File: src/sv/program_stream_private_track_demux_unit_defines.svh
// ----------------------------------------------------------------------------
// Program stream private track demux - assertion macros
// Shared assertion helpers, clocked on clk with synchronous active-low reset.
// ----------------------------------------------------------------------------
`ifndef PROGRAM_STREAM_PRIVATE_TRACK_DEMUX_UNIT_DEFINES_SVH
`define PROGRAM_STREAM_PRIVATE_TRACK_DEMUX_UNIT_DEFINES_SVH

// same-cycle implication
`define PSTD_ASSERT_NOW(lbl, ante, cons, msg) \
  lbl: assert property (@(posedge clk) disable iff (!rst_n) (ante) |-> (cons)) \
    else $error(msg);

// next-cycle implication
`define PSTD_ASSERT_NEXT(lbl, ante, cons, msg) \
  lbl: assert property (@(posedge clk) disable iff (!rst_n) (ante) |=> (cons)) \
    else $error(msg);

`endif

File: src/sv/pstd_pkg.sv
// ----------------------------------------------------------------------------
// pstd_pkg
// Shared types and constants of the program stream private track demux.
// ----------------------------------------------------------------------------
`timescale 1ns / 1ps

package pstd_pkg;

  localparam int QUEUE_DEPTH = 4;

  localparam logic [1:0] ST_PAYLOAD = 2'd0;
  localparam logic [1:0] ST_PROG_END = 2'd1;
  localparam logic [1:0] ST_BAD_PACK = 2'd2;

  localparam logic CFG_TRACK_SELECT = 1'b0;
  localparam logic CFG_RAW_PASSTHROUGH = 1'b1;

  typedef struct packed {
    logic [7:0] payload_byte;
    logic       packet_start;
    logic [1:0] status;
  } res_t;

endpackage

File: src/sv/program_stream_private_track_demux_unit.sv
// ----------------------------------------------------------------------------
// program_stream_private_track_demux_unit
// Extracts one private stream 1 track from an MPEG-1/2 program stream.
// ----------------------------------------------------------------------------
// Input channel (in_valid/in_ready/in_stream_byte): one program stream byte
// per transaction. Result channel (out_*): payload bytes of the selected
// track, with out_packet_start on the first byte of each packet, or a single
// status transaction (program end, malformed pack header) after which every
// further byte is consumed and dropped until reset.
// Configuration (cfg_we/cfg_index/cfg_wdata): index 0 track select, index 1
// raw passthrough; write only while the block is idle.
// Throughput: one byte per cycle while the queue has room; the parser updates
// its counters as each byte is taken. A result enters the queue at the edge
// that takes its byte and moves to the output register once that register
// is free or being read, so results are presented from a register.
// When the receiver stalls the queue of QUEUE_DEPTH entries fills, then
// in_ready drops until a slot frees. Reset is synchronous, active low, and
// returns the parser to start code hunting with default configuration.
// ----------------------------------------------------------------------------
`timescale 1ns / 1ps

module program_stream_private_track_demux_unit
  import pstd_pkg::*;
#(
  parameter int QUEUE_DEPTH = pstd_pkg::QUEUE_DEPTH
) (
  input  logic       clk,
  input  logic       rst_n,
  input  logic       cfg_we,
  input  logic       cfg_index,
  input  logic [7:0] cfg_wdata,
  input  logic       in_valid,
  output logic       in_ready,
  input  logic [7:0] in_stream_byte,
  output logic       out_valid,
  input  logic       out_ready,
  output logic [7:0] out_payload_byte,
  output logic       out_packet_start,
  output logic [1:0] out_status
);

  logic fire;
  logic res_valid;
  res_t res;
  logic q_full, q_nonempty, q_pop;
  res_t q_head;

  assign in_ready = !q_full;
  assign fire = in_valid && in_ready;

  pstd_front u_front (
    .clk        (clk),
    .rst_n      (rst_n),
    .cfg_we     (cfg_we),
    .cfg_index  (cfg_index),
    .cfg_wdata  (cfg_wdata),
    .fire       (fire),
    .stream_byte(in_stream_byte),
    .res_valid  (res_valid),
    .res        (res)
  );

  pstd_queue #(
    .DEPTH(QUEUE_DEPTH)
  ) u_queue (
    .clk      (clk),
    .rst_n    (rst_n),
    .push     (res_valid),
    .push_data(res),
    .pop      (q_pop),
    .full     (q_full),
    .nonempty (q_nonempty),
    .head     (q_head)
  );

  pstd_back u_back (
    .clk             (clk),
    .rst_n           (rst_n),
    .q_nonempty      (q_nonempty),
    .q_head          (q_head),
    .q_pop           (q_pop),
    .out_valid       (out_valid),
    .out_ready       (out_ready),
    .out_payload_byte(out_payload_byte),
    .out_packet_start(out_packet_start),
    .out_status      (out_status)
  );

endmodule

File: src/sv/pstd_front.sv
// ----------------------------------------------------------------------------
// pstd_front
// Stream parser: start code hunt, pack/PES header stripping, track match.
// ----------------------------------------------------------------------------
`timescale 1ns / 1ps
`include "program_stream_private_track_demux_unit_defines.svh"

module pstd_front
  import pstd_pkg::*;
(
  input  logic       clk,
  input  logic       rst_n,
  input  logic       cfg_we,
  input  logic       cfg_index,
  input  logic [7:0] cfg_wdata,
  input  logic       fire,
  input  logic [7:0] stream_byte,
  output logic       res_valid,
  output res_t       res
);

  typedef enum logic [15:0] {
    PH_HUNT      = 16'h0001,
    PH_CODE      = 16'h0002,
    PH_PACK_HEAD = 16'h0004,
    PH_PACK_BODY = 16'h0008,
    PH_PACK_TAIL = 16'h0010,
    PH_LEN_HI    = 16'h0020,
    PH_LEN_LO    = 16'h0040,
    PH_SKIP_PKT  = 16'h0080,
    PH_PES_FIRST = 16'h0100,
    PH_M2_HDR    = 16'h0200,
    PH_HDR_SKIP  = 16'h0400,
    PH_M1_SCAN   = 16'h0800,
    PH_M1_STD    = 16'h1000,
    PH_M1_TS     = 16'h2000,
    PH_SUBSTREAM = 16'h4000,
    PH_PAYLOAD   = 16'h8000
  } phase_t;

  localparam logic [23:0] WIN_IDLE = 24'hffffff;
  localparam logic [23:0] START_CODE = 24'h000001;
  localparam logic [7:0]  SID_END = 8'hb9;
  localparam logic [7:0]  SID_PACK = 8'hba;
  localparam logic [7:0]  SID_PRIV1 = 8'hbd;

  logic [7:0]  track_r;
  logic        raw_r;
  logic [23:0] win_r, win_nxt;
  phase_t      phase_r, phase_nxt;
  logic [15:0] rem_r, rem_nxt;
  logic [3:0]  hpos_r, hpos_nxt;
  logic [7:0]  skip_r, skip_nxt;
  logic [4:0]  stuff_r, stuff_nxt;
  logic [7:0]  sid_r, sid_nxt;
  logic        mpeg2_r, mpeg2_nxt;
  logic        first_r, first_nxt;
  logic        halted_r, halted_nxt;

  logic        emit;
  logic [7:0]  emit_byte;
  logic        emit_first;
  logic [1:0]  emit_status;
  logic        body;
  logic [23:0] win_shift;
  logic [7:0]  skip_dec;
  logic [15:0] rem_dec;
  phase_t      ts_phase, m1_phase;
  logic [7:0]  ts_skip, m1_skip;
  logic [4:0]  m1_stuff;

  assign win_shift = {win_r[15:0], stream_byte};
  assign skip_dec = (skip_r != 8'd0) ? skip_r - 8'd1 : 8'd0;

  // timestamp code nibble of an MPEG-1 header
  always_comb begin
    ts_skip = skip_r;
    case (stream_byte[7:4])
      4'h0: begin
        ts_phase = PH_SUBSTREAM;
        ts_skip = 8'd0;
      end
      4'h2: begin
        ts_phase = PH_HDR_SKIP;
        ts_skip = 8'd4;
      end
      4'h3: begin
        ts_phase = PH_HDR_SKIP;
        ts_skip = 8'd9;
      end
      default: ts_phase = PH_SKIP_PKT;
    endcase
  end

  // MPEG-1 stuffing / STD scan
  always_comb begin
    m1_stuff = stuff_r;
    m1_skip = skip_r;
    if (stream_byte == 8'hff) begin
      if (stuff_r[4]) begin
        m1_phase = PH_SKIP_PKT;
      end else begin
        m1_stuff = stuff_r + 5'd1;
        m1_phase = PH_M1_SCAN;
      end
    end else if (stream_byte[7:6] == 2'b01) begin
      m1_phase = PH_M1_STD;
    end else begin
      m1_phase = ts_phase;
      m1_skip = ts_skip;
    end
  end

  always_comb begin
    win_nxt = win_r;
    phase_nxt = phase_r;
    rem_nxt = rem_r;
    hpos_nxt = hpos_r;
    skip_nxt = skip_r;
    stuff_nxt = stuff_r;
    sid_nxt = sid_r;
    mpeg2_nxt = mpeg2_r;
    first_nxt = first_r;
    halted_nxt = halted_r;
    emit = 1'b0;
    emit_byte = 8'd0;
    emit_first = 1'b0;
    emit_status = ST_PAYLOAD;
    body = 1'b0;
    rem_dec = 16'd0;
    if (!halted_r) begin
      case (phase_r)
        PH_HUNT: begin
          win_nxt = win_shift;
          if (win_shift == START_CODE) begin
            win_nxt = WIN_IDLE;
            phase_nxt = PH_CODE;
          end
        end
        PH_CODE: begin
          sid_nxt = stream_byte;
          if (stream_byte == SID_END) begin
            emit = 1'b1;
            emit_status = ST_PROG_END;
            halted_nxt = 1'b1;
          end else begin
            phase_nxt = (stream_byte == SID_PACK) ? PH_PACK_HEAD : PH_LEN_HI;
          end
        end
        PH_PACK_HEAD: begin
          if (stream_byte[7:6] == 2'b01) begin
            mpeg2_nxt = 1'b1;
            hpos_nxt = 4'd5;
            phase_nxt = PH_PACK_BODY;
          end else if (stream_byte[7:4] == 4'h2) begin
            mpeg2_nxt = 1'b0;
            skip_nxt = 8'd7;
            phase_nxt = PH_PACK_TAIL;
          end else begin
            emit = 1'b1;
            emit_status = ST_BAD_PACK;
            halted_nxt = 1'b1;
          end
        end
        PH_PACK_BODY: begin
          if (hpos_r >= 4'd13) begin
            skip_nxt = {5'd0, stream_byte[2:0]};
            phase_nxt = (stream_byte[2:0] == 3'd0) ? PH_HUNT : PH_PACK_TAIL;
          end else begin
            hpos_nxt = hpos_r + 4'd1;
          end
        end
        PH_PACK_TAIL: begin
          skip_nxt = skip_dec;
          if (skip_dec == 8'd0) phase_nxt = PH_HUNT;
        end
        PH_LEN_HI: begin
          rem_nxt = {stream_byte, 8'd0};
          phase_nxt = PH_LEN_LO;
        end
        PH_LEN_LO: begin
          rem_nxt = {rem_r[15:8], stream_byte};
          stuff_nxt = 5'd0;
          hpos_nxt = 4'd0;
          skip_nxt = 8'd0;
          first_nxt = 1'b0;
          if ({rem_r[15:8], stream_byte} == 16'd0) begin
            phase_nxt = PH_HUNT;
          end else begin
            phase_nxt = (sid_r == SID_PRIV1) ? PH_PES_FIRST : PH_SKIP_PKT;
          end
        end
        PH_SKIP_PKT: body = 1'b1;
        PH_PES_FIRST: begin
          body = 1'b1;
          if (stream_byte[7:6] == 2'b10) begin
            mpeg2_nxt = 1'b1;
            hpos_nxt = 4'd0;
            phase_nxt = PH_M2_HDR;
          end else begin
            mpeg2_nxt = 1'b0;
            phase_nxt = m1_phase;
            skip_nxt = m1_skip;
            stuff_nxt = m1_stuff;
          end
        end
        PH_M2_HDR: begin
          body = 1'b1;
          if (hpos_r == 4'd0) begin
            hpos_nxt = 4'd1;
          end else begin
            skip_nxt = stream_byte;
            phase_nxt = (stream_byte == 8'd0) ? PH_SUBSTREAM : PH_HDR_SKIP;
          end
        end
        PH_HDR_SKIP: begin
          body = 1'b1;
          skip_nxt = skip_dec;
          if (skip_dec == 8'd0) phase_nxt = PH_SUBSTREAM;
        end
        PH_M1_SCAN: begin
          body = 1'b1;
          phase_nxt = m1_phase;
          skip_nxt = m1_skip;
          stuff_nxt = m1_stuff;
        end
        PH_M1_STD: begin
          body = 1'b1;
          phase_nxt = PH_M1_TS;
        end
        PH_M1_TS: begin
          body = 1'b1;
          phase_nxt = ts_phase;
          skip_nxt = ts_skip;
        end
        PH_SUBSTREAM: begin
          body = 1'b1;
          if (raw_r || (stream_byte == track_r && track_r < 8'h40)) begin
            skip_nxt = 8'd0;
            phase_nxt = PH_PAYLOAD;
            emit = 1'b1;
            emit_byte = stream_byte;
            emit_first = 1'b1;
            first_nxt = 1'b0;
          end else if (stream_byte == track_r && track_r[7]) begin
            first_nxt = 1'b1;
            skip_nxt = 8'd3;
            phase_nxt = PH_PAYLOAD;
          end else begin
            phase_nxt = PH_SKIP_PKT;
          end
        end
        PH_PAYLOAD: begin
          body = 1'b1;
          if (skip_r != 8'd0) begin
            skip_nxt = skip_dec;
          end else begin
            emit = 1'b1;
            emit_byte = stream_byte;
            emit_first = first_r;
            first_nxt = 1'b0;
          end
        end
        default: phase_nxt = PH_HUNT;
      endcase
      if (body) begin
        rem_dec = (rem_r != 16'd0) ? rem_r - 16'd1 : 16'd0;
        rem_nxt = rem_dec;
        if (rem_dec == 16'd0) begin
          phase_nxt = PH_HUNT;
          win_nxt = WIN_IDLE;
        end
      end
    end
  end

  assign res_valid = fire && emit;
  assign res = '{payload_byte: emit_byte, packet_start: emit_first, status: emit_status};

  always_ff @(posedge clk) begin
    if (!rst_n) begin
      track_r <= 8'd128;
      raw_r <= 1'b0;
    end else if (cfg_we) begin
      case (cfg_index)
        CFG_TRACK_SELECT: track_r <= cfg_wdata;
        CFG_RAW_PASSTHROUGH: raw_r <= cfg_wdata[0];
        default: ;
      endcase
    end
  end

  always_ff @(posedge clk) begin
    if (!rst_n) begin
      win_r <= WIN_IDLE;
      phase_r <= PH_HUNT;
      rem_r <= 16'd0;
      hpos_r <= 4'd0;
      skip_r <= 8'd0;
      stuff_r <= 5'd0;
      sid_r <= 8'd0;
      mpeg2_r <= 1'b0;
      first_r <= 1'b0;
      halted_r <= 1'b0;
    end else if (fire) begin
      win_r <= win_nxt;
      phase_r <= phase_nxt;
      rem_r <= rem_nxt;
      hpos_r <= hpos_nxt;
      skip_r <= skip_nxt;
      stuff_r <= stuff_nxt;
      sid_r <= sid_nxt;
      mpeg2_r <= mpeg2_nxt;
      first_r <= first_nxt;
      halted_r <= halted_nxt;
    end
  end

  `PSTD_ASSERT_NEXT(a_halt_sticks, halted_r, halted_r, "halted cleared without reset")
  `PSTD_ASSERT_NEXT(a_status_halts, res_valid && res.status != ST_PAYLOAD, halted_r,
                    "status transaction did not halt the parser")
  `PSTD_ASSERT_NOW(a_no_result_halted, halted_r, !res_valid, "result while halted")
  `PSTD_ASSERT_NOW(a_stuff_bound, 1'b1, stuff_r <= 5'd16, "stuffing count overrun")

endmodule

File: src/sv/pstd_queue.sv
// ----------------------------------------------------------------------------
// pstd_queue
// Small register queue between the parser and the output stage.
// ----------------------------------------------------------------------------
`timescale 1ns / 1ps
`include "program_stream_private_track_demux_unit_defines.svh"

module pstd_queue
  import pstd_pkg::*;
#(
  parameter int DEPTH = QUEUE_DEPTH
) (
  input  logic clk,
  input  logic rst_n,
  input  logic push,
  input  res_t push_data,
  input  logic pop,
  output logic full,
  output logic nonempty,
  output res_t head
);

  localparam int PTR_W = (DEPTH > 1) ? $clog2(DEPTH) : 1;
  localparam int CNT_W = $clog2(DEPTH + 1);
  localparam logic [PTR_W-1:0] PTR_LAST = PTR_W'(DEPTH - 1);
  localparam logic [CNT_W-1:0] CNT_FULL = CNT_W'(DEPTH);

  res_t             mem_r [DEPTH];
  logic [PTR_W-1:0] wr_r, rd_r;
  logic [CNT_W-1:0] cnt_r;

  assign full = (cnt_r == CNT_FULL);
  assign nonempty = (cnt_r != '0);
  assign head = mem_r[rd_r];

  always_ff @(posedge clk) begin
    if (push) mem_r[wr_r] <= push_data;
  end

  always_ff @(posedge clk) begin
    if (!rst_n) begin
      wr_r <= '0;
      rd_r <= '0;
      cnt_r <= '0;
    end else begin
      if (push) wr_r <= (wr_r == PTR_LAST) ? '0 : wr_r + 1'b1;
      if (pop) rd_r <= (rd_r == PTR_LAST) ? '0 : rd_r + 1'b1;
      if (push && !pop) cnt_r <= cnt_r + 1'b1;
      else if (pop && !push) cnt_r <= cnt_r - 1'b1;
    end
  end

  `PSTD_ASSERT_NOW(a_no_overflow, full, !push, "push into full queue")
  `PSTD_ASSERT_NOW(a_no_underflow, !nonempty, !pop, "pop from empty queue")
  `PSTD_ASSERT_NEXT(a_cnt_up, push && !pop, cnt_r == $past(cnt_r) + 1'b1,
                    "queue count did not advance")

endmodule

File: src/sv/pstd_back.sv
// ----------------------------------------------------------------------------
// pstd_back
// Output register stage driving the result channel.
// ----------------------------------------------------------------------------
`timescale 1ns / 1ps

module pstd_back
  import pstd_pkg::*;
(
  input  logic       clk,
  input  logic       rst_n,
  input  logic       q_nonempty,
  input  res_t       q_head,
  output logic       q_pop,
  output logic       out_valid,
  input  logic       out_ready,
  output logic [7:0] out_payload_byte,
  output logic       out_packet_start,
  output logic [1:0] out_status
);

  logic out_valid_r;
  res_t out_data_r;

  assign q_pop = q_nonempty && (!out_valid_r || out_ready);
  assign out_valid = out_valid_r;
  assign out_payload_byte = out_data_r.payload_byte;
  assign out_packet_start = out_data_r.packet_start;
  assign out_status = out_data_r.status;

  always_ff @(posedge clk) begin
    if (!rst_n) begin
      out_valid_r <= 1'b0;
    end else if (q_pop) begin
      out_valid_r <= 1'b1;
    end else if (out_ready) begin
      out_valid_r <= 1'b0;
    end
  end

  always_ff @(posedge clk) begin
    if (q_pop) out_data_r <= q_head;
  end

endmodule

File: config.mk
export PLATFORM = sky130hd
export DESIGN_NAME = program_stream_private_track_demux_unit
export DESIGN_NICKNAME = d
export VERILOG_FILES = /design/src/sv/pstd_pkg.sv /design/src/sv/program_stream_private_track_demux_unit.sv /design/src/sv/pstd_front.sv /design/src/sv/pstd_queue.sv /design/src/sv/pstd_back.sv
export VERILOG_INCLUDE_DIRS = /design/src /design/src/sv
export SDC_FILE = /design/constraint.sdc
export NUM_CORES = 1
export LEC_CHECK = 0
export BUFFER_PORTS_ARGS = -buffer_cell sky130_fd_sc_hd__buf_2
export CELL_PAD_IN_SITES_DETAIL_PLACEMENT = 0
export CELL_PAD_IN_SITES_GLOBAL_PLACEMENT = 1
export CORE_ASPECT_RATIO = 0.5
export CORE_MARGIN = 2
export CORE_UTILIZATION = 48
export CTS_CLUSTER_DIAMETER = 80
export DETAILED_ROUTE_END_ITERATION = 8
export GPL_ROUTABILITY_DRIVEN = 0
export PLACE_DENSITY = 0.77
export SYNTH_ARGS = -nofsm -noshare
export SYNTH_HDL_FRONTEND = slang
export SYNTH_HIERARCHICAL = 1
export SYNTH_SLANG_ARGS = --single-unit
export TNS_END_PERCENT = 1
File: constraint.sdc
create_clock -name clk -period 4.8 [get_ports clk]
set_input_delay 0.24 -clock clk [delete_from_list [all_inputs] [get_ports clk]]
set_output_delay 0.24 -clock clk [all_outputs]
set_load 0.05 [all_outputs]
### Word-level counts from Yosys, hierarchy flattened

Memory sizes are Yosys's and may differ from the RTL's. A register that Yosys moved wholly into a read port is not among the register bits.
Index checks and enable logic that the tools add are counted.

| cells by class | value |
|---|---|
| divide/modulo/power cells | 0 |
| add/subtract/negate cells | 8 |
| bitwise operators | 2 |
| equality and inequality tests | 42 |
| multipliers | 0 |
| $lt $le $gt $ge | 2 |
| muxes and demuxes | 87 |
| reduce and logical (&&, ||, !) cells | 45 |
| shift operators | 0 |

Operator list:

| cell | number |
|---|---|
| $mux 16 | 17 |
| $pmux 16 s15 | 1 |
| $mux 8 | 14 |
| $mux 24 | 4 |
| $pmux 8 s10 | 1 |
| $eq 8x8->1 const B | 4 |
| $logic_not 16->1 | 2 |
| $pmux 16 s2 | 1 |
| $mux 15 | 2 |
| $pmux 15 s2 | 1 |
| $eq 24x1->1 const B | 1 |
| $pmux 8 s3 | 1 |
| $mux 5 | 4 |
| $pmux 4 s5 | 1 |
| $mux 1 | 19 |
| $eq 16x1->1 const B | 1 |
| $eq 16x10->1 const B | 1 |
| $eq 16x11->1 const B | 1 |
| $eq 16x12->1 const B | 1 |
| $eq 16x13->1 const B | 1 |
| $eq 16x14->1 const B | 1 |
| $eq 16x15->1 const B | 1 |
| $eq 16x16->1 const B | 1 |
| $eq 16x2->1 const B | 1 |
| 57 further kinds | 104 |

| word-level totals | value |
|---|---|
| bits in read-only memories | 0 |
| input port bits | 22 |
| bits in latches | 0 |
| register bits | 100 |
| output and inout port bits | 13 |
| memories kept | 1 |
| RAM bits | 44 |

Memory list:

| memory | depth | width | read ports | clocked after Yosys merged registers in | wr ports | RTL line | text |
|---|---|---|---|---|---|---|---|
| u_queue.mem_r | 4 | 11 | 1 | 1 | 1 | pstd_queue.sv:28 | `res_t mem_r [DEPTH];` |

### Logic depth before layout (Yosys ltp)

Gate-level depths: netlist of the first run.

| depth | value |
|---|---|
| depth in word-level cells | 11 |
| depth in mapped cells | 13 |
| depth with buffers taken out | 13 |

### Hierarchy

The synthesis of the first run kept the hierarchy.

By module, submodules not included:

| module | instances | sequential area each (sq um) | area each (sq um) | cells an instance |
|---|---|---|---|---|
| pstd_front | 1 | 1681.6 | 5662.9 | 762 |
| pstd_queue | 1 | 1501.4 | 2048.2 | 101 |
| pstd_back | 1 | 350.3 | 377.9 | 15 |
| program_stream_private_track_demux_unit | 1 | 0.0 | 10.0 | 2 |

### Least setup slack after synthesis of the first run

No wires, ideal clock.

| timing path | value |
|---|---|
| path type | register to register |
| from | register u_front.phase_r[5] |
| to | register u_queue.cnt_r[2] |
| data arrival time | 3.602 ns |
| setup slack | 1.128 ns |
| cell stages (with the launch flop) | 14 |
| setup time | 0.070 ns |
| period minus slack after synthesis | 3.672 ns |
| buffers on the path | 2 |
| path through | dfxtp_1 > clkbuf_1 > nor4_1 > clkbuf_1 > nand4_1 > or3_1 > o21a_1 > a211oi_1 > ha_1 > inv_1 > fa_1 > xor2_1 > or3_1 > a21boi_1 |

| on the way | value |
|---|---|
| word-level cells in the longest chain between the ends | 7 |
| elaborated cells on any way between the ends | 12 |
| those cells by class | 4 x eq/ne; 3 x mux; 5 x reduce/logical |

Ends and longest elaborated chain:

| what | RTL line | text |
|---|---|---|
| from (decl) | pstd_front.sv:50 | `phase_t phase_r, phase_nxt;` |
| from (signal assigned) | pstd_front.sv:307 | `phase_r <= phase_nxt;` |
| $eq 16x16->1, or another cell as far along | pstd_front.sv:132 | `case (phase_r)` |
| $pmux 1 s4 * | pstd_front.sv:132 |  |
| $mux 1 * | pstd_front.sv:131 | `if (!halted_r) begin` |
| $logic_and 1x1->1 * | pstd_front.sv:277 | `assign res_valid = fire && emit;` |
| net res_valid | program_stream_private_track_demux_unit.sv:43 | `logic res_valid;` |
| $logic_not 1->1 | pstd_queue.sv:49 | `else if (pop && !push) cnt_r <= cnt_r - 1'b1;` |
| $logic_and 1x1->1 | pstd_queue.sv:49 |  |
| $reduce_bool 2->1 (no line) | n/a |  |
| to (signal assigned) | pstd_queue.sv:48 | `if (push && !pop) cnt_r <= cnt_r + 1'b1;` |
| to (signal assigned) | pstd_queue.sv:49 |  |
| to (decl) | pstd_queue.sv:30 | `logic [CNT_W-1:0] cnt_r;` |

The timed path passes the listed nets; every way through them passes the cells marked *.
A chain may end at the register's enable or synchronous reset.

### Worst setup path in the final report of the first run

| timing path | value |
|---|---|
| from | register u_front.skip_r[0] |
| to | register u_queue.cnt_r[2] |

| on the way | value |
|---|---|
| word-level cells in the longest chain between the ends | 8 |
| elaborated cells on any way between the ends | 10 |
| those cells by class | 4 x mux; 6 x reduce/logical |

Ends and longest elaborated chain:

| what | RTL line | text |
|---|---|---|
| from (decl) | pstd_front.sv:53 | `logic [7:0] skip_r, skip_nxt;` |
| from (signal assigned) | pstd_front.sv:310 | `skip_r <= skip_nxt;` |
| $reduce_bool 8->1 * | pstd_front.sv:255 | `if (skip_r != 8'd0) begin` |
| $mux 1 * | pstd_front.sv:255 |  |
| $pmux 1 s4 * | pstd_front.sv:132 |  |
| $mux 1 * | pstd_front.sv:131 |  |
| $logic_and 1x1->1 * | pstd_front.sv:277 |  |
| net res_valid | program_stream_private_track_demux_unit.sv:43 |  |
| $logic_not 1->1 | pstd_queue.sv:49 |  |
| $logic_and 1x1->1 | pstd_queue.sv:49 |  |
| $reduce_bool 2->1 (no line) | n/a |  |

Marked as above.

==> run summary, run 1 <==
CTS saw 149 sinks. The sum of routed wire length over all layers is 22600 microns. The floorplan step set the die height to 95.9 microns. For the post-CTS resize count, the log shows 0. The flow ran to the end, and the final reports show no timing, DRC or antenna violations. For the share of total power in the clock network, the log shows 0.393. The fraction of the cycle the final worst path needs came out at 0.765.

The total die area is 18000 sq um. The run gives 7064 as the total via count after detailed routing. The type of element capturing the critical path is a register.

For the deepest clock path buffer count, the log shows 2. The startpoint-to-endpoint class of the critical path is reg2reg. The netlist uses 83 different library cells. Setup repair after global routing left no endpoint under its margin. The tools report the total count of max-transition violations in the final report as 0.

Derived from the worst setup path, the maximum achievable clock frequency is 272 MHz. The detail route stage leaves a number of antenna-violating nets equal to 0. For the pin with the worst max-slew slack, the measured transition is 1180 ps. The post-detailed-route DRC marker count was 0; the switching power was 1040 uW.

The average wire length per cell after detail routing is 20.1 microns. Dividing the detail-routed via count by the number of cells gives 6.30. The final-stage net count was 917; the clock slew at the register clock pins of the worst setup and hold paths was 70 ps. The first TritonRoute pass finished after 8 iterations. STA puts the critical path data required time at 5160 ps. CTS placed an instance of sky130_fd_sc_hd__clkbuf_16 at the clock tree root.

The number of antenna diodes in the final layout is 0. In this run the critical register-to-register path is captured at u_queue/cnt_r[2]$_SDFFE_PN0P_. The power per unit of standard cell area works out to 379 nW/um^2. The run gives 0 as the number of antenna violations at the first check in global routing. Setup violations remaining at the end of the flow were counted as 0. After clock tree synthesis, the flow added hold-fix buffers numbering 0. A synthesized cell averages 9.20 sq um. The core outline area came out at 16400 sq um.

The share of cells above drive strength 1 came out at 0.122. In this run the cell area measured after placement is 8360 sq um. The final total negative setup slack is 0 ps, and the initial core utilization is 0.493. The proportion of synthesized chip area in sequential cells was 0.436.

Origin of the worst setup path: u_front/skip_r[0]$_SDFFE_PN0P_. During placement, the flow inserted port buffers numbering 34. The via count of the first global-routing pass is 6587.

In this run the number of H-tree levels came out at 4. The proportion of power drawn by flip-flops and latches is 0.439. Synthesis handed over a netlist of 880 instances. The run gives 0.00319 uW as the leakage power total.

The finished cells cover 8940 sq um. For the count of routing violations after the opening detailed-route iteration, the log shows 685. Measured along the x axis, the die boundary spans 188 microns.

STA classifies the critical path startpoint as a register. The tools report the internal power as 2350 uW. The tools report the critical path capture point as u_queue/cnt_r[2]$_SDFFE_PN0P_. The peak supply drop was 261 uV.

The worst min-delay path class was in2reg. The run gives 0.210 as the headroom to the max-slew limit. Across the routed clock network, the largest skew measured is 11.3 ps.

TritonCTS built the clock tree. The synthesized design contains 55 enable-type register cells. The number of cells traversed by the worst register-to-register path came out at 14. The share of total power in combinational logic was 0.167. Leading cell type in the layout, fill and taps excluded: sky130_fd_sc_hd__dfxtp_1. For the row count, the log shows 33. The number of nets handed over by synthesis was 915. Pin placement for this block handled 35 I/O pins. The proportion of register bits with asynchronous set or reset after synthesis was 0; the flip-flop and latch count after synthesis was 149. The launching point of the worst reg2reg path is u_front/skip_r[0]$_SDFFE_PN0P_. The tools report the cell area after synthesis as 8100 sq um. The Yosys step of the flow raised 6 warnings.

Leaving out fill and tap cells, the most frequent cells in the layout are sky130_fd_sc_hd__dfxtp_1 (94), sky130_fd_sc_hd__nor2_1 (88), sky130_fd_sc_hd__nand2_1 (87). Once the clock tree was built, the setup fixing pass inserted 0 buffers. The clock latency reported for the late side of the worst-skew pair was 420 ps; the final worst hold slack was 48.6 ps. The global-route congestion overflow total is 0, and the total track usage is 0.258. The first global-routing pass estimated 35600 microns of wire. The logs give 17 for the total clock buffers created by CTS and 1505 for the number of fillers in the final layout. The tool flagged a number of max-cap violations equal to 0.

The tools report the setup slack of the worst register-to-register path as 1130 ps. The switching portion of total power works out to 0.306. The routed design could run at a clock period as short as 3670 ps. Entering global routing, the biggest net connects 60 pins. Data arrives at the worst endpoint at 4030 ps.

Once detailed placement completed, the half-perimeter wirelength came to 15400 microns. Most common flop cell mapped by yosys: sky130_fd_sc_hd__dfxtp_1. Along the worst path, the maximum fanout reaches 8. From synthesis to final layout, the design area changed by 10.4%. The final number of hold-violating endpoints is 0.
synthesized netlist by cell type, types with 4 or more instances:
master                      count  share of area
sky130_fd_sc_hd__xnor2_1        7         0.0076
sky130_fd_sc_hd__ha_1          12          0.019
sky130_fd_sc_hd__nor2_1        88          0.041
sky130_fd_sc_hd__nor2b_1       17          0.013
sky130_fd_sc_hd__or2_2          4         0.0031
sky130_fd_sc_hd__o32ai_1        6         0.0065
sky130_fd_sc_hd__inv_1         19         0.0088
sky130_fd_sc_hd__or4_1          8         0.0074
sky130_fd_sc_hd__and2_1        17          0.013
sky130_fd_sc_hd__nor4b_1       11          0.012
sky130_fd_sc_hd__nor3b_1       10         0.0093
sky130_fd_sc_hd__dfxtp_1       94           0.23
sky130_fd_sc_hd__nor3_1        37          0.023
sky130_fd_sc_hd__mux2i_1       10          0.012
sky130_fd_sc_hd__nor4_1        22          0.017
sky130_fd_sc_hd__o21ai_0       21          0.013
sky130_fd_sc_hd__a211oi_1      10         0.0093
sky130_fd_sc_hd__xor2_1        16          0.017
sky130_fd_sc_hd__o31ai_1        7         0.0065
sky130_fd_sc_hd__a21oi_1       41          0.025
sky130_fd_sc_hd__clkbuf_1      47          0.022
sky130_fd_sc_hd__o22ai_1       17          0.013
sky130_fd_sc_hd__nand2b_1      13          0.010
sky130_fd_sc_hd__a32o_1         5         0.0062
sky130_fd_sc_hd__nand3_1       24          0.015
sky130_fd_sc_hd__buf_2          9         0.0056
sky130_fd_sc_hd__nand4_1       15          0.012
sky130_fd_sc_hd__o22a_1         5         0.0054
sky130_fd_sc_hd__a2bb2oi_1      4         0.0043
sky130_fd_sc_hd__nand2_1       87          0.040
sky130_fd_sc_hd__a22o_1         9         0.0097
sky130_fd_sc_hd__or4b_2         4         0.0049
sky130_fd_sc_hd__mux4_2        10          0.028
sky130_fd_sc_hd__or3_1         13          0.010
sky130_fd_sc_hd__and3_1         7         0.0054
sky130_fd_sc_hd__edfxtp_1      55           0.20
sky130_fd_sc_hd__a31oi_1       23          0.018
sky130_fd_sc_hd__o21a_1         6         0.0056
metal layers:
| layer | GRT usage | vias to the layer above | share of wire |
|---|---|---|---|
| met5 | 0 | - | 0 |
| met1 | 0.344 | 3405 | 0.46 |
| met3 | 0.0678 | 48 | 0.080 |
| met4 | 0.0787 | 0 | 0.021 |
| li1 | - | 3324 | - |
| met2 | 0.416 | 287 | 0.44 |
critical path, stage by stage (launching register included):
cell                       delay, ps
sky130_fd_sc_hd__dfxtp_1         350
sky130_fd_sc_hd__inv_1           100
sky130_fd_sc_hd__ha_1            300
sky130_fd_sc_hd__nor3b_1         530
sky130_fd_sc_hd__and3_1          330
sky130_fd_sc_hd__nor2b_1         250
sky130_fd_sc_hd__nor2_1           90
sky130_fd_sc_hd__a211oi_1        220
sky130_fd_sc_hd__buf_4           200
sky130_fd_sc_hd__ha_1            190
sky130_fd_sc_hd__inv_1            60
sky130_fd_sc_hd__fa_1            370
sky130_fd_sc_hd__xor2_1          160
sky130_fd_sc_hd__or3_1           310
sky130_fd_sc_hd__a21boi_1        140
through the flow:
stage / std cells / total power (uW) / worst slack, ps / util
finish: 1122 / 3390 / 1130 / 0.544
CTS: 1122 / 3420 / 1140 / 0.544
global route: 1122 / 3520 / 804 / 0.544
detailed placement: 1090 / 2090 / 1170 / 0.509
floorplan: 880 / 1940 / 1130 / -
global placement: 1090 / 2080 / 1360 / 0.509
cell families after synthesis:
logic type	synth area share
XOR/XNOR	0.0249
adder cells (fa/ha/maj)	0.0210
AND/OR/NAND/NOR	0.260
AO/OA/AOI/OAI	0.170
buffers and inverters	0.0426
multiplexers	0.0448
flip-flops	0.436
flip-flops by register name (all words and copies together) (netlist names), 8 cells and up, named ones only:
| signal | flops |
|---|---|
| u_queue/mem_r | 44 |
| u_front/phase_r | 16 |
| u_front/rem_r | 16 |
| u_front/win_r | 16 |
| u_back/out_payload_byte | 8 |
| u_front/sid_r | 8 |
| u_front/skip_r | 8 |
| u_front/track_r | 8 |
how the worst min path moves through the flow:
stage | cells after the start | end | start
3_5_place_dp | 2 | u_front/sid_r[6]$_SDFFE_PN0P_ | u_front/sid_r[6]$_SDFFE_PN0P_
3_3_place_gp | 2 | u_front/sid_r[1]$_SDFFE_PN0P_ | u_front/sid_r[1]$_SDFFE_PN0P_
6_report | 3 | u_front/track_r[7]$_SDFFE_PN1P_ | cfg_wdata[7]
4_1_cts | 3 | u_front/track_r[7]$_SDFFE_PN1P_ | cfg_wdata[7]
5_1_grt | 3 | u_front/track_r[3]$_SDFFE_PN0P_ | cfg_wdata[3]
2_1_floorplan | 1 | u_back/out_valid$_SDFFE_PN0P_ | rst_n
final cells by class:
type / instances / area (sq um) / area share
clock buffer: 18 / 450 / 0.0504
clock inverter: 14 / 136 / 0.0152
inverter: 20 / 75.1 / 0.00839
multi-input combinational: 650 / 4220 / 0.472
sequential: 149 / 3530 / 0.395
tap: 227 / 284 / 0.0318
timing repair buffer: 44 / 245 / 0.0274
power groups by stage:
stage               logic (uW)  clock network (uW)  registers [uW]
global placement           558                   0            1520
CTS                        568                1360            1490
detailed placement         567                   0            1520
finish                     568                1330            1490
floorplan                  299                   0            1640
global route               605                1410            1500
Note: power is estimated with default switching activity, not from simulation.
==> inputs of run 2 (changes only) <==
==> constraint.sdc (replaced) <==
create_clock -name clk -period 3.7 [get_ports clk]
set_input_delay 0.185 -clock clk [delete_from_list [all_inputs] [get_ports clk]]
set_output_delay 0.185 -clock clk [all_outputs]
set_load 0.05 [all_outputs]
==> run 2 against run 1 <==
Compared with the run above:
- via count is 0.74% higher
- critical endpoint unchanged
- die area is the same
- highest routed layer unchanged
- clock skew is 1.0 ps higher
- fmax rose by 6.0%
- combinational power is 29% higher
- largest power group unchanged
- critical path type unchanged
- first-iteration DRC count rose by 20%
- wire length increased by 0.34%
- cell count up 2.2%
- critical path depth is 3 lower
==> run summary, run 2 (synthesis gave the netlist of run 1 again) <==
The tools report the count of final setup violators as 0 (unchanged). The leakage power total is 0.00331 uW (+4.0%). TritonCTS sink count: 149 (unchanged). The sum of routed wire length over all layers was 22600 microns (+0.34%).

The share of cells above drive strength 1 is 0.140 (+0.0184). The startpoint identified for the worst register-to-register timing path is u_front/phase_r[1]$_SDFFE_PN0P_. Post-route worst setup slack: 234 ps (-892 ps). Setup repair after global routing left no endpoint under its margin.

Relative to the synthesized area, the layout overhead comes to 13.5%. The library cell used most frequently in the layout, excluding fill and tap cells, is sky130_fd_sc_hd__dfxtp_1. The tools report the deepest clock path buffer count as 2 (unchanged). The H-tree depth is 4 (unchanged). The tools report the number of top-level pins as 35 (unchanged).

The total die area came out at 18000 sq um (unchanged). Average vias per placed instance: 6.20 (-1.5%). For the count of non-filler cells in the finished layout, the log shows 1147 (+2.2%). The iteration count of the initial detailed-routing pass was 5 (-3); the number of antenna violations at the first check in global routing was 0 (unchanged). The power per unit of standard cell area came out at 485 nW/um^2 (+28%).

The total clock buffers created by CTS is 17 (unchanged). The time the worst path needs with I/O delays and setup was 3470 ps (-208 ps); the core outline area was 16400 sq um (unchanged). The average wire length per cell after detail routing works out to 19.7 microns (-1.8%). The via count of the first global-routing pass was 6618 (+0.47%); the total track usage was 0.261 (+0.00334). The tools report the capture point of the worst reg-to-reg path as u_queue/cnt_r[2]$_SDFFE_PN0P_.

The die height was 95.9 microns (unchanged). The width of the die works out to 188 microns (unchanged). The type of element capturing the critical path is a register. TritonCTS built the clock tree.

The headroom to the max-slew limit was 0.266 (+0.0560); the setup clock skew after layout was 12.3 ps (+1.00 ps). Number of inserted diodes: 0 (unchanged). Type of element launching the critical path: a register. The number of routed nets with antenna violations was 0 (unchanged).

In the layout the commonest cells are sky130_fd_sc_hd__dfxtp_1 (94), sky130_fd_sc_hd__nor2_1 (88), sky130_fd_sc_hd__nand2_1 (87). The clock slew at the register clock pins of the worst setup and hold paths is 60 ps (about the same). The logs give 0 (unchanged) for the post-detailed-route DRC marker count and 0 (unchanged) for the total count of max-transition violations in the final report. The tools report the worst path arrival time as 3820 ps (-210 ps).

The tools report the origin of the worst setup path as u_front/phase_r[1]$_SDFFE_PN0P_. The final total negative setup slack came out at 0 ps (unchanged). The global-route congestion overflow total was 0 (unchanged); the number of cells traversed by the worst register-to-register path was 11 (-3). The run gives 55 (-8.3%) as the pin count of the biggest net entering global routing.

The data required time of the worst path is 4050 ps (-1110 ps). The worst setup path is of the reg2reg kind. The final-stage net count is 942 (+2.7%), and the share of the core filled with cells in the final layout is 0.559 (+0.0148). The clock latency reported for the late side of the worst-skew pair is 420 ps (about the same).

For the total via count after detailed routing, the log shows 7116 (+0.74%). The critical path ends at u_queue/cnt_r[2]$_SDFFE_PN0P_. The tools report the cell total after placement as 1108 (+1.7%).

Half-perimeter wire length of the detailed placement result: 15800 microns (+2.6%). For the row count, the log shows 33 (unchanged). The run finished with clean final reports. The worst hold path belongs to the class in2reg.

The peak supply drop is 340 uV (+31%). Register name with the most flops: u_queue/mem_r. For the setup slack of the worst register-to-register path, the log shows 230 ps (-890 ps). The final number of hold-violating endpoints is 0 (unchanged). The flip-flop count of the largest register after layout was 44 (unchanged); the fraction of the cycle the final worst path needs was 0.937 (+0.171). The initial core utilization came out at 0.493 (unchanged).

For the global-route wire length before repair, the log shows 36000 microns (+1.2%). Count of routing violations after the opening detailed-route iteration: 820 (+20%). Final worst hold slack: 23.5 ps (-25.1 ps). The number of buffers inserted by port buffering works out to 34 (unchanged). The peak fanout along the critical path came out at 7 (-1). Max-capacitance violation count: 0 (unchanged). The tree is rooted in a sky130_fd_sc_hd__clkbuf_16. The transition time of the tightest slew-check pin works out to 1100 ps (-81.9 ps).

For the post-placement worst setup slack, the log shows -55.1 ps (-1230 ps). The maximum clock frequency came out at 289 MHz (+6.0%).
[run 2: cell types whose count changed in the layout (fill, tap and decap cells not counted), sizes merged]
cell	change
clkinvlp	+1
inv	-3
bufinv	+2
dlygate4sd3	+7
buf	+18
[run 2: layout make-up]
type                            instances  area (sq um)
Fill cell                            1492          7240
Multi-Input combinational cell        650          4240
Timing Repair Buffer                   69           450
Clock inverter                         14           174
Sequential cell                       149          3530
Tap cell                              227           284
Clock buffer                           18           429
Inverter                               20          75.1
[run 2: how the worst min path moves through the flow]
stage,from,endpoint,depth (start not counted)
final,cfg_wdata[6],u_front/track_r[6]$_SDFFE_PN0P_,3
after floorplan,rst_n,u_back/out_valid$_SDFFE_PN0P_,1
after global placement,cfg_wdata[7],u_front/track_r[7]$_SDFFE_PN1P_,3
after global routing,cfg_wdata[6],u_front/track_r[6]$_SDFFE_PN0P_,3
after CTS,cfg_wdata[6],u_front/track_r[6]$_SDFFE_PN0P_,3
after detailed placement,cfg_wdata[7],u_front/track_r[7]$_SDFFE_PN1P_,3
[run 2: what timing repair did]
item,4_1_cts,5_1_grt
setup endpoints to repair,1,1
gates resized for setup,1,3
setup buffers,0,0
hold buffers,7,0
endpoints found under the hold margin,7,0
[run 2: routing by layer]
layer / track usage / share of wire / vias up / wire length, microns
li1: - / - / 3364 / -
met1: 0.356 / 0.47 / 3429 / 10700
met2: 0.424 / 0.45 / 291 / 10100
met3: 0.0489 / 0.065 / 32 / 1470
met4: 0.0866 / 0.016 / 0 / 358
met5: 0 / 0 / - / 0
[run 2: power by group]
| part | internal, uW | switching [uW] | total [uW] |
|---|---|---|---|
| Combinational | 243 | 492 | 735 |
| Clock | 1070 | 714 | 1780 |
| Sequential | 1840 | 102 | 1940 |
[run 2: per-stage QoR]
stage	power, uW	area (sq um)
3_5_place_dp	2710	8490
2_1_floorplan	2510	8100
5_1_grt	4650	9190
6_report	4450	9190
3_3_place_gp	2690	8490
4_1_cts	4510	9170
[run 2: critical path: stages, from the launching register on]
cell and delay (ps):
sky130_fd_sc_hd__dfxtp_1 440, sky130_fd_sc_hd__nor4b_1 450, sky130_fd_sc_hd__nand4_1 230, sky130_fd_sc_hd__or3_1 450, sky130_fd_sc_hd__o21a_1 170, sky130_fd_sc_hd__a211oi_2 330, sky130_fd_sc_hd__ha_1 240, sky130_fd_sc_hd__inv_1 60
sky130_fd_sc_hd__fa_1 380, sky130_fd_sc_hd__xor2_1 160, sky130_fd_sc_hd__or3_1 310, sky130_fd_sc_hd__a21boi_1 160
==> inputs of run 3 (changes only) <==
--- a/config.mk
+++ b/config.mk
@@ -6,12 +6,13 @@
 export SDC_FILE = /design/constraint.sdc
 export NUM_CORES = 1
 export LEC_CHECK = 0
+export ABC_AREA = 1
 export BUFFER_PORTS_ARGS = -buffer_cell sky130_fd_sc_hd__buf_2
 export CELL_PAD_IN_SITES_DETAIL_PLACEMENT = 0
 export CELL_PAD_IN_SITES_GLOBAL_PLACEMENT = 1
 export CORE_ASPECT_RATIO = 0.5
 export CORE_MARGIN = 2
-export CORE_UTILIZATION = 48
+export CORE_UTILIZATION = 46
 export CTS_CLUSTER_DIAMETER = 80
 export DETAILED_ROUTE_END_ITERATION = 8
 export GPL_ROUTABILITY_DRIVEN = 0
==> run 3 against run 2 <==
Compared with the run above:
- global-route usage shrank 0.72 points
- first-iteration DRC count shrank 22%
- via count rose by 9.9%
- area after synthesis increased by 4.6%
- combinational power increased by 33%
- wire length is 5.8% higher
- clock skew is 1.6 ps lower
- die area increased by 8.9%
- critical path depth up 8
- critical endpoint unchanged
- core utilization shrank 4.0 points
==> run summary, run 3 <==
The number of hold buffers added after CTS came out at 5 (-2). Number of synthesized flops with an enable pin: 55 (unchanged). The logs give 0 (unchanged) for the number of inserted diodes and 450 ps (+210 ps) for the setup slack of the worst register-to-register path. The row count was 35 (+6.1%). For the cell area after synthesis, the log shows 8470 sq um (+4.6%). The power per unit of standard cell area is 505 nW/um^2 (+4.3%). The biggest area contributor in the post-synthesis netlist is sky130_fd_sc_hd__dfxtp_1.

For the proportion of power drawn by flip-flops and latches, the log shows 0.405 (-0.030). For the TritonCTS sink count, the log shows 149 (unchanged). Clock slew at the register clock pins of the worst setup and hold paths: 60 ps (about the same). The run gives 0.419 (+0.153) as the headroom to the max-slew limit.

Setup repair after global routing left no endpoint under its margin. The worst hold path belongs to the class in2reg. Compared with the post-synthesis result, the final layout area differs by 11.6%. The die height works out to 100 microns (+4.3%).

The flip-flop and latch count after synthesis works out to 149 (unchanged). The H-tree depth is 4 (unchanged). The average wire length per cell after detail routing works out to 16.6 microns (-16%). The number of cells traversed by the worst register-to-register path came out at 19 (+8).

The number of top-level pins came out at 35 (unchanged). The width of the die is 196 microns (+4.4%). The register name with the most flops is u_queue/mem_r.

The worst register-to-register path ends at u_queue/cnt_r[2]$_SDFFE_PN0P_. The startpoint-to-endpoint class of the critical path is reg2reg. The critical path ends at u_queue/cnt_r[2]$_SDFFE_PN0P_.

The logs give 0 (unchanged) for the final number of hold-violating endpoints and 0 (unchanged) for the post-detailed-route DRC marker count. The final-stage net count is 1229 (+30%), and the count of non-filler cells in the finished layout is 1447 (+26%). The global-route congestion overflow total was 0 (unchanged); the post-CTS resize count was 0 (-1).

Mean instance size in the synthesized netlist: 7.27 sq um (-21%). The total count of max-transition violations in the final report was 0 (unchanged). The number of buffers inserted by port buffering is 34 (unchanged).

The library cell used most frequently in the layout, excluding fill and tap cells, is sky130_fd_sc_hd__nand2_1. The share of total power in the clock network is 0.391 (-0.009), and the fraction of post-synthesis cell area in the top cell type by area is 0.222 (-0.0103). Counting stages on the worst path, the most repeated cell is sky130_fd_sc_hd__inv_1.

The share of the core filled with cells in the final layout is 0.519 (-0.0401). For the total die area, the log shows 19600 sq um (+8.9%). The post-CTS setup buffer count was 0 (unchanged); the peak fanout along the critical path was 6 (-1). The proportion of register bits with asynchronous set or reset after synthesis was 0 (unchanged). The time the worst path needs with I/O delays and setup was 3250 ps (-211 ps); the final total negative setup slack was 0 ps (unchanged). The flip-flop count of the largest register after layout is 44 (unchanged). In the synthesized netlist the dominant register cell turns out to be sky130_fd_sc_hd__dfxtp_1. The maximum clock frequency came out at 307 MHz (+6.5%). The sum of routed wire length over all layers was 24000 microns (+5.8%); the number of fillers in the final layout was 1808 (+21%). The worst setup path is captured at a register. The stage delay of the slowest cell on the critical path was 370 ps (-80 ps). The origin of the worst setup path is u_front/phase_r[8]$_SDFFE_PN0P_. The switching power came out at 1570 uW (+20%). Proportion of synthesized chip area in sequential cells: 0.417 (-0.0193). The worst setup path is launched from a register. The most common cell in the synthesized netlist is sky130_fd_sc_hd__nand2_1. The global-route wire length before repair was 38400 microns (+6.7%). The tree is rooted in a sky130_fd_sc_hd__clkbuf_16.

The logs give 3580 ps (-240 ps) for the worst path arrival time and 0 (unchanged) for the number of antenna violations at the first check in global routing. The setup clock skew after layout was 10.7 ps (-1.57 ps). The peak supply drop came out at 308 uV (-9.4%).

The internal power was 3210 uW (+1.9%); the average vias per placed instance was 5.41 (-13%). The run gives 18200 sq um (+11%) as the core outline area. The number of stages on the worst setup path works out to 19 (+8).

The worst path buffer plus inverter count was 5 (+4). The logs give 4030 ps (-20 ps) for the data required time of the worst path and 1410 (+27%) for the cell total after placement. Yosys attributes the largest share of cell area to sky130_fd_sc_hd__dfxtp_1 (22%), sky130_fd_sc_hd__edfxtp_1 (19%), sky130_fd_sc_hd__nand2_1 (10%). The tools report the number of standard cells after synthesis as 1166 (+33%). The number of distinct library cells after synthesis was 53 (-36%).

The logs give 7824 (+9.9%) for the total via count after detailed routing and 17300 microns (+9.6%) for the half-perimeter wire length of the detailed placement result. For the final worst hold slack, the log shows 26.9 ps (+3.37 ps). Traced cell by cell, the critical path runs through nor2_1 -> nand2_1 -> nor2_4 -> nand2_2 -> nor2_1 -> inv_1 -> or2_2 -> nand2_1 -> o221ai_1 -> inv_1 -> ha_1 -> inv_1 -> fa_1 -> inv_1 -> nand2_1 -> nand3_1 -> nand2_1 -> inv_1 -> nor2_1. The total track usage was 0.254 (-0.00721).

The logs give 7283 (+10%) for the via count of the first global-routing pass and 0 (unchanged) for the number of routed nets with antenna violations. After synthesis, the most frequently instantiated cells are sky130_fd_sc_hd__nand2_1 (228), sky130_fd_sc_hd__nor2_1 (173), sky130_fd_sc_hd__inv_1 (142), sky130_fd_sc_hd__dfxtp_1 (94), sky130_fd_sc_hd__nand3_1 (77). The run gives 637 (-22%) as the count of routing violations after the opening detailed-route iteration. The run gives 0 (unchanged) as the max-capacitance violation count.

The transition time of the tightest slew-check pin is 865 ps (-234 ps). The switching portion of total power is 0.329 (+0.0356), and the count of final setup violators is 0 (unchanged). The iteration count of the initial detailed-routing pass was 5 (unchanged); the synthesis warning total was 6 (unchanged). The run finished with clean final reports.

The share of cells above drive strength 1 was 0.119 (-0.0209); the share of total power in combinational logic was 0.204 (+0.039). The fraction of the cycle the final worst path needs was 0.880 (-0.0571); the synthesized net count was 1201 (+31%). TritonCTS built the clock tree. The run gives 2 (unchanged) as the deepest clock path buffer count. Total clock buffers created by CTS: 17 (unchanged). Kind of cell adding the most delay to the critical path: simple AND/OR/NAND/NOR gates. The tools report the clock latency reported for the late side of the worst-skew pair as 430 ps (about the same). For the leakage power total, the log shows 0.00389 uW (+17%).

In the layout the commonest cells are sky130_fd_sc_hd__nand2_1 (228), sky130_fd_sc_hd__nor2_1 (173), sky130_fd_sc_hd__inv_1 (142). The startpoint identified for the worst register-to-register timing path is u_front/phase_r[8]$_SDFFE_PN0P_. The pin count of the biggest net entering global routing was 49 (-11%). The master of the slowest instance on the critical path was sky130_fd_sc_hd__fa_1. Initial core utilization: 0.465 (-0.0277).
run 3: changes by cell type in the layout (fill, tap and decap cells not counted), moves of 32 or more:
| cell | change |
|---|---|
| sky130_fd_sc_hd__nand2_1 | +141 |
| sky130_fd_sc_hd__a21oi_1 | +32 |
| sky130_fd_sc_hd__o21ai_0 | +35 |
| sky130_fd_sc_hd__nand3_1 | +53 |
| sky130_fd_sc_hd__inv_1 | +123 |
| sky130_fd_sc_hd__nor2_1 | +85 |
run 3: worst min path at each step:
stage	slack (ps)	startpoint	end	depth (start not counted)
floorplan	310	rst_n	u_queue/cnt_r[2]$_SDFFE_PN0P_	2
global placement	410	cfg_wdata[1]	u_front/track_r[1]$_SDFFE_PN0P_	3
detailed placement	420	cfg_wdata[4]	u_front/track_r[4]$_SDFFE_PN0P_	3
CTS	10	cfg_we	u_front/raw_r$_SDFFE_PN0P_	3
global route	30	cfg_we	u_front/raw_r$_SDFFE_PN0P_	3
finish	30	cfg_wdata[7]	u_front/track_r[7]$_SDFFE_PN1P_	3
run 3: stage by stage:
step | instance area (sq um) | setup WS, ps | total power, uW
2_1_floorplan | 8470 | 1060 | 2730
3_3_place_gp | 8770 | 687 | 2940
3_5_place_dp | 8770 | 560 | 2950
4_1_cts | 9460 | 517 | 4820
5_1_grt | 9460 | 147 | 5000
6_report | 9460 | 446 | 4780
run 3: per-layer routing:
layer | GRT usage | vias to the layer above | wire length [microns]
met3 | 0.0497 | 23 | 1510
met1 | 0.368 | 3664 | 12100
met2 | 0.387 | 213 | 10100
li1 | - | 3924 | -
met4 | 0.0723 | 0 | 279
met5 | 0 | - | 0
run 3: kinds of logic after synthesis:
| family | count (synthesis) | share of synthesized area |
|---|---|---|
| adder cells (fa/ha/maj) | 13 | 0.0201 |
| AND/OR/NAND/NOR | 578 | 0.307 |
| AO/OA/AOI/OAI | 225 | 0.152 |
| XOR/XNOR | 8 | 0.00827 |
| buffers and inverters | 193 | 0.0957 |
| flip-flops | 149 | 0.417 |
run 3: tightest hold or removal path: stages:
cell,delay [ps]
sky130_fd_sc_hd__buf_2,80
sky130_fd_sc_hd__nand2_1,70
sky130_fd_sc_hd__o211ai_1,80
run 3: cell type report:
type | count | area, sq um | share of cell area
clock buffers | 20 | 478 | 0.0505
clock inverters | 12 | 158 | 0.0167
inverters | 156 | 586 | 0.0619
multi-input cells | 824 | 4130 | 0.437
flip-flops and latches | 149 | 3530 | 0.374
well taps | 240 | 300 | 0.0318
repair buffers | 46 | 273 | 0.0288
run 3: power by group through the flow:
stage	Sequential [uW]	Clock [uW]	Combinational [uW]
after floorplan	2160	0	563
after global placement	1970	0	965
after detailed placement	1970	0	975
after CTS	1940	1900	981
after global routing	1950	1980	1080
final	1940	1870	977
